--- config.mk ---
export PLATFORM = sky130hd
export DESIGN_NAME = sorted_priority_queue_flat
export DESIGN_NICKNAME = d
export VERILOG_FILES = /design/src/spq_pkg.sv /design/src/spq_in_if.sv /design/src/spq_out_if.sv /design/src/sorted_priority_queue.sv /design/src/spq_cell.sv /design/src/flat_wrapper.sv
export SDC_FILE = /design/constraint.sdc
export NUM_CORES = 2
export LEC_CHECK = 0
export BUFFER_PORTS_ARGS = -buffer_cell sky130_fd_sc_hd__buf_2
export CAP_MARGIN = 20
export CORE_ASPECT_RATIO = 2
export CORE_MARGIN = 4
export CORE_UTILIZATION = 30
export DETAILED_ROUTE_END_ITERATION = 16
export PLACE_DENSITY_LB_ADDON = 0.15
export SKIP_CTS_REPAIR_TIMING = 1
export SLEW_MARGIN = 20
export SYNTH_ARGS = -nofsm -noshare
export SYNTH_HDL_FRONTEND = slang
export SYNTH_SLANG_ARGS = --single-unit
--- constraint.sdc ---
create_clock -name clk -period 8.4 [get_ports clk]
set_input_delay 2.1 -clock clk [delete_from_list [all_inputs] [get_ports clk]]
set_output_delay 2.1 -clock clk [all_outputs]
set_load 0.01 [all_outputs]
--- src/spq_pkg.sv ---
// shared types and codes for the sorted priority queue
`default_nettype none

package spq_pkg;

	localparam int VALUE_W = 32;
	localparam int FILL_W  = 5;

	// action codes
	localparam logic ACT_INSERT = 1'b0;
	localparam logic ACT_REMOVE = 1'b1;

	// result status codes
	localparam logic [1:0] ST_INSERTED = 2'd0;
	localparam logic [1:0] ST_REMOVED  = 2'd1;
	localparam logic [1:0] ST_FULL     = 2'd2;
	localparam logic [1:0] ST_EMPTY    = 2'd3;

	typedef struct packed {
		logic                      action;
		logic signed [VALUE_W-1:0] item_value;
		logic signed [VALUE_W-1:0] item_rank;
	} in_t;

	typedef struct packed {
		logic [1:0]                status;
		logic signed [VALUE_W-1:0] head_value;
		logic signed [VALUE_W-1:0] head_rank;
		logic [FILL_W-1:0]         fill_count;
	} out_t;

	// broadcast from the top level to every cell
	typedef struct packed {
		logic                      insert;
		logic                      remove;
		logic signed [VALUE_W-1:0] value;
		logic signed [VALUE_W-1:0] rank;
	} cell_ctrl_t;

endpackage

`default_nettype wire

--- src/spq_in_if.sv ---
// request channel carrying insert and remove commands
`default_nettype none

interface spq_in_if;
	logic         valid;
	logic         ready;
	spq_pkg::in_t data;

	modport source (output valid, output data, input ready);
	modport sink (input valid, input data, output ready);
endinterface

`default_nettype wire

--- src/spq_out_if.sv ---
// response channel carrying one result per command
`default_nettype none

interface spq_out_if;
	logic          valid;
	logic          ready;
	spq_pkg::out_t data;

	modport source (output valid, output data, input ready);
	modport sink (input valid, input data, output ready);
endinterface

`default_nettype wire

--- src/sorted_priority_queue.sv ---
// sorted priority queue built as a chain of compare-and-shift cells
// the result is registered in the cycle after the command transaction
// throughput: one command per cycle while results are taken; all cells compare and shift in parallel
// a waiting result stalls new commands; one enters in the cycle the result is taken
// reset clears the entry count and the result valid flag; cell contents need no reset
`default_nettype none

module sorted_priority_queue #(
	parameter int DEPTH = 16
) (
	input  wire logic clk,
	input  wire logic arst_n,
	spq_in_if.sink    req,
	spq_out_if.source rsp
);

	localparam int CNT_W = $clog2(DEPTH + 1);

	logic [CNT_W-1:0]                   count_q;
	logic                               res_valid_q;
	spq_pkg::out_t                      res_q;
	spq_pkg::cell_ctrl_t                ctrl;
	logic                               accept;
	logic                               do_insert;
	logic                               do_remove;
	logic                               is_full;
	logic                               is_empty;
	logic [CNT_W-1:0]                   count_next;
	logic [CNT_W+spq_pkg::FILL_W-1:0]   count_ext;

	logic signed [spq_pkg::VALUE_W-1:0] cell_value [DEPTH];
	logic signed [spq_pkg::VALUE_W-1:0] cell_rank  [DEPTH];
	logic                               cell_gt    [DEPTH];
	logic                               cell_valid [DEPTH];

	assign req.ready = !res_valid_q || rsp.ready;
	assign accept    = req.valid && req.ready;
	assign is_full   = (count_q == CNT_W'(DEPTH));
	assign is_empty  = (count_q == '0);
	assign do_insert = accept && (req.data.action == spq_pkg::ACT_INSERT) && !is_full;
	assign do_remove = accept && (req.data.action == spq_pkg::ACT_REMOVE) && !is_empty;

	assign ctrl.insert = do_insert;
	assign ctrl.remove = do_remove;
	assign ctrl.value  = req.data.item_value;
	assign ctrl.rank   = req.data.item_rank;

	always_comb begin
		count_next = count_q;
		if (do_insert) begin
			count_next = count_q + CNT_W'(1);
		end else if (do_remove) begin
			count_next = count_q - CNT_W'(1);
		end
	end

	assign count_ext = {{spq_pkg::FILL_W{1'b0}}, count_next};

	for (genvar i = 0; i < DEPTH; i++) begin : g_cell
		logic                               l_gt;
		logic signed [spq_pkg::VALUE_W-1:0] l_value;
		logic signed [spq_pkg::VALUE_W-1:0] l_rank;
		logic signed [spq_pkg::VALUE_W-1:0] r_value;
		logic signed [spq_pkg::VALUE_W-1:0] r_rank;

		assign cell_valid[i] = (count_q > CNT_W'(i));

		if (i == 0) begin : g_head
			assign l_gt    = 1'b0;
			assign l_value = ctrl.value;
			assign l_rank  = ctrl.rank;
		end else begin : g_mid
			assign l_gt    = cell_gt[i-1];
			assign l_value = cell_value[i-1];
			assign l_rank  = cell_rank[i-1];
		end

		// the tail cell refills from itself on a remove; that slot is then unused
		if (i == DEPTH - 1) begin : g_tail
			assign r_value = cell_value[i];
			assign r_rank  = cell_rank[i];
		end else begin : g_body
			assign r_value = cell_value[i+1];
			assign r_rank  = cell_rank[i+1];
		end

		spq_cell u_cell (
			.clk         (clk),
			.ctrl        (ctrl),
			.valid       (cell_valid[i]),
			.left_gt     (l_gt),
			.left_value  (l_value),
			.left_rank   (l_rank),
			.right_value (r_value),
			.right_rank  (r_rank),
			.value       (cell_value[i]),
			.rank        (cell_rank[i]),
			.gt          (cell_gt[i])
		);
	end

	always_ff @(posedge clk or negedge arst_n) begin
		if (!arst_n) begin
			count_q     <= '0;
			res_valid_q <= 1'b0;
		end else begin
			count_q <= count_next;
			if (accept) begin
				res_valid_q <= 1'b1;
			end else if (rsp.ready) begin
				res_valid_q <= 1'b0;
			end
		end
	end

	always_ff @(posedge clk) begin
		if (accept) begin
			res_q.head_value <= '0;
			res_q.head_rank  <= '0;
			res_q.fill_count <= count_ext[spq_pkg::FILL_W-1:0];
			if (req.data.action == spq_pkg::ACT_INSERT) begin
				res_q.status <= is_full ? spq_pkg::ST_FULL : spq_pkg::ST_INSERTED;
			end else if (is_empty) begin
				res_q.status <= spq_pkg::ST_EMPTY;
			end else begin
				res_q.status     <= spq_pkg::ST_REMOVED;
				res_q.head_value <= cell_value[0];
				res_q.head_rank  <= cell_rank[0];
			end
		end
	end

	assign rsp.valid = res_valid_q;
	assign rsp.data  = res_q;

endmodule

`default_nettype wire

--- src/spq_cell.sv ---
// one slot of the sorted chain: holds an entry and shifts with its neighbors
`default_nettype none

module spq_cell (
	input  wire logic                               clk,
	input  wire spq_pkg::cell_ctrl_t                ctrl,
	input  wire logic                               valid,
	input  wire logic                               left_gt,
	input  wire logic signed [spq_pkg::VALUE_W-1:0] left_value,
	input  wire logic signed [spq_pkg::VALUE_W-1:0] left_rank,
	input  wire logic signed [spq_pkg::VALUE_W-1:0] right_value,
	input  wire logic signed [spq_pkg::VALUE_W-1:0] right_rank,
	output logic signed [spq_pkg::VALUE_W-1:0]      value,
	output logic signed [spq_pkg::VALUE_W-1:0]      rank,
	output logic                                    gt
);

	logic signed [spq_pkg::VALUE_W-1:0] value_q;
	logic signed [spq_pkg::VALUE_W-1:0] rank_q;
	logic                               take;

	// held entry leaves first only when strictly greater, so equal ranks stay fifo
	assign gt   = valid && (rank_q > ctrl.rank);
	assign take = gt || !valid;

	always_ff @(posedge clk) begin
		if (ctrl.insert && take) begin
			if (left_gt) begin
				value_q <= left_value;
				rank_q  <= left_rank;
			end else begin
				value_q <= ctrl.value;
				rank_q  <= ctrl.rank;
			end
		end else if (ctrl.remove) begin
			value_q <= right_value;
			rank_q  <= right_rank;
		end
	end

	assign value = value_q;
	assign rank  = rank_q;

endmodule

`default_nettype wire

--- src/flat_wrapper.sv ---
// flat-port wrapper written by rule: the top's interface ports become plain ports
module sorted_priority_queue_flat 
#(
	parameter int DEPTH = 16
)
  (clk, arst_n, req_valid, req_data, req_ready, rsp_valid, rsp_data, rsp_ready);
  spq_in_if req_i ();
  spq_out_if rsp_i ();
  input  wire logic clk;
  input  wire logic arst_n;
  input wire logic [$bits(req_i.valid)-1:0] req_valid;
  input wire logic [$bits(req_i.data)-1:0] req_data;
  output wire logic [$bits(req_i.ready)-1:0] req_ready;
  output wire logic [$bits(rsp_i.valid)-1:0] rsp_valid;
  output wire logic [$bits(rsp_i.data)-1:0] rsp_data;
  input wire logic [$bits(rsp_i.ready)-1:0] rsp_ready;
  assign req_i.valid = req_valid;
  assign req_i.data = req_data;
  assign req_ready = req_i.ready;
  assign rsp_valid = rsp_i.valid;
  assign rsp_data = rsp_i.data;
  assign rsp_i.ready = rsp_ready;
  sorted_priority_queue #(.DEPTH(DEPTH)) u_core (.clk(clk), .arst_n(arst_n), .req(req_i), .rsp(rsp_i));
endmodule
==> flow_summary.toml <==
[run_status]
outcome = "finished, final reports clean"

[worst_setup_path]
critPathRequiredTime_ps = 9030
crit_type = "primary input to flop"
worstSetupStartpointType = "primary input"
cp.arrival_ps = 7310
reg2reg_depth = 10
crit_start = "req_data[27]"
worstSetupEndpointType = "flop"
r2r_start = "u_core.g_cell[0].u_cell.rank[7]"
crit_chain = "buf_2, inv_1, ha_1, nand4_1, a21oi_1, a211oi_1, nor2_1, or3_1, nor3_2, buf_4, buf_4, o211ai_1, a21oi_1"
cp_max_fo = 47
slowest_delay_ps = 770
slowest_stage = "buf_4"

[sta]
fin_crit_sh_pct = 79.58
maxSlewViolCount = 0
rsz0062_at_grt = "no"
period_needed_ps = 6685
setup_viol_count_final = 0
clock_skew_ps = 40.66
fmax_ghz = 0.1496
final.setup.worst_slack_ps = 1715
finalHoldViolations = 0
timing.slew.headroom_pct = 20.02
worst_pin_slew_ps = 1189

[synthesis]
synth_nets = 6038
synth_area_um2 = 68070
synth-seq-area-share_pct = 48.52
synth_top_flop_cell = "edfxtp_1"
synthesis.instances = 5452
synth_area_per_cell_um2 = 12.49
synth-seq-cells = 1101
ys_types = 68
async_flop_share_pct = 0.5450
synth_edf_count = 1095
ys_warn_count = 0

[pwr]
p_leak_nw = 27.98
peakVddDrop_v = 0.0002798
power_density_nw_per_um2 = 310.9
finalPower_w = 0.02385

[route]
drtIter0Drc = 3012
antenna_left = 0
wl_mm = 257.8
viasPerCell = 5.522
vias = 47204
firstDrtPassIters = 5
drc_errors = 0
wire_per_inst_um = 30.16

[placement]
io_buffers = 141
place.gp.congestion = 0.8604
dp.cells = 8340
dp_worst_setup_slack_ps = 967.0
placed_area_um2 = 73110
dp_hpwl_mm = 174.9

[grt]
grt_pass1_wl_mm = 365.2
antenna_found_initial = 10
overflow = 0
grt_max_degree = 129
grt_pass1_vias = 49911
grt_usage_pct = 21.46

[die]
start_util_pct = 30.13
num_rows = 247
die_y_um = 681.7
io_pins = 142
die_area_um2 = 235100
core_um2 = 225900
fp.dieW_um = 344.8

[final_layout]
drive_gt1_share_pct = 31.49
layout_common_cells = "1237 x mux2_2, 1095 x edfxtp_1, 517 x ha_1"
syn_to_final_growth_pct = 12.68
final_core_util_pct = 33.95
n_fill_cell = 22350
fin_cells = 8548
final_common_cell = "mux2_2"
stdcell_area_um2 = 76700
finalNetCount = 6052

[worst_hold_path]
min_delay_path_depth = 2
hold_path_class = "flop to flop"
min-delay-start = "u_core.rsp.valid"

[clock_network]
clk_pin_slew_ps = 70
root_buffer = "clkbuf_16"
clock-sinks = 1101
clk-insertion-delay-late_ps = 780
cts_tree = "yes"
htree_levels = 3
cts_made_buffers = 112
cts_buffer_depth = 3

[job]
drv_cap = 0
[sequential cells by signal, summed over array words and instances (netlist names)]
register and cells:
u_core.g_cell.u_cell.value 512, u_core.rsp.data 71, u_core.g_cell.u_cell.rank 512, u_core.rsp.valid 1, u_core.count_q 5
[area by class of cell]
cell class	instances	area, um2	share of cell area, %
antenna	2	5.005	0.006525
clock inverter	78	724.4	0.9445
multi-input combinational	3898	33720	43.96
inverter	72	272.8	0.3556
clock buffer	128	2863	3.732
tap	2988	3739	4.874
timing repair buffer	281	2347	3.060
sequential	1101	33030	43.07
[cells in the mapped netlist (all sizes together) (6+ instances only)]
library cell | instances | area, um2
mux2 | 1263 | 14220
edfxtp | 1095 | 32880
ha | 517 | 6469
a21oi | 452 | 2266
nor2 | 388 | 1456
clkbuf | 286 | 1074
mux2i | 215 | 2168
o211ai | 148 | 1111
a31oi | 133 | 832.1
nand3 | 133 | 665.6
nand2 | 117 | 439.2
nand4 | 100 | 625.6
buf | 95 | 499.2
and3 | 74 | 462.9
o21ai | 74 | 370.4
inv | 72 | 270.3
a21o | 45 | 337.8
a211oi | 24 | 180.2
nor3 | 23 | 120.1
nor2b | 22 | 137.6
nor4 | 19 | 118.9
or3 | 12 | 75.07
a221oi | 10 | 87.58
o31ai | 10 | 75.07
nand2b | 9 | 56.30
a2111oi | 8 | 70.07
or2 | 8 | 50.05
o21a | 7 | 52.55
a211o | 6 | 52.55
a21boi | 6 | 45.04
dfrtp | 6 | 150.1
nand3b | 6 | 45.04
o21bai | 6 | 45.04
or4 | 6 | 45.04
[report_power, final]
part	internal, W	switching, W	leakage, nW
sequential	0.00789	0.000884	10.4
clock	0.00276	0.00247	1.75
combinational	0.00406	0.00578	15.9
[per-layer routing]
metal  global-route usage, %  routed length, um  part of all wire [%]  vias to the layer above
met4                   12.22              17040                   6.6                        6
met5                       0                 34                 0.013                        -
met2                   41.61             141100                    55                     1265
li1                        -                  -                     -                    21250
met3                   2.236               9087                   3.5                      523
met1                   22.01              90520                    35                    24160
[final timing paths]
kind | end | slack, ps
setup / recovery | u_core.g_cell[9].u_cell.value[29] | 1720
hold / removal | u_core.rsp.valid | 530
setup reg to reg | u_core.g_cell[1].u_cell.value[22] | 3520
hold reg to reg | u_core.rsp.valid | 530
max in group asynchronous | u_core.count_q[4] | 7090
min in group asynchronous | u_core.count_q[1] | 1140
[through the flow]
stage,TNS (ps),hold slack (ps)
final,0,530.7
after global routing,0,574.9
after CTS,0,543.9
after detailed placement,0,527.0
after global placement,-11330,505.6
after floorplan,0,544.3
[worst max-delay path, delay by kind of cell]
kind | cells | cell delay [ps]
AND/OR/NAND/NOR | 4 | 1320
buffers and inverters | 4 | 2020
AO/OA/AOI/OAI | 4 | 1280
adder cells (fa/ha/maj) | 1 | 460
[cells by family (layout without fill, tap and decap cells)]
| family | after synthesis | count (layout) | share of synthesized area, % |
|---|---|---|---|
| muxes | 1478 | 1478 | 24.08 |
| DFF | 1101 | 1101 | 48.52 |
| AOI/OAI and AO/OA | 967 | 967 | 8.637 |
| and+or+nand+nor | 931 | 931 | 6.485 |
| adders and majority gates | 517 | 517 | 9.503 |
| buffers and inverters | 453 | 559 | 2.707 |
| xor gates and xnor gates | 5 | 5 | 0.06433 |
| other | 0 | 2 | 0 |
Note: power is estimated with default switching activity, not from simulation.
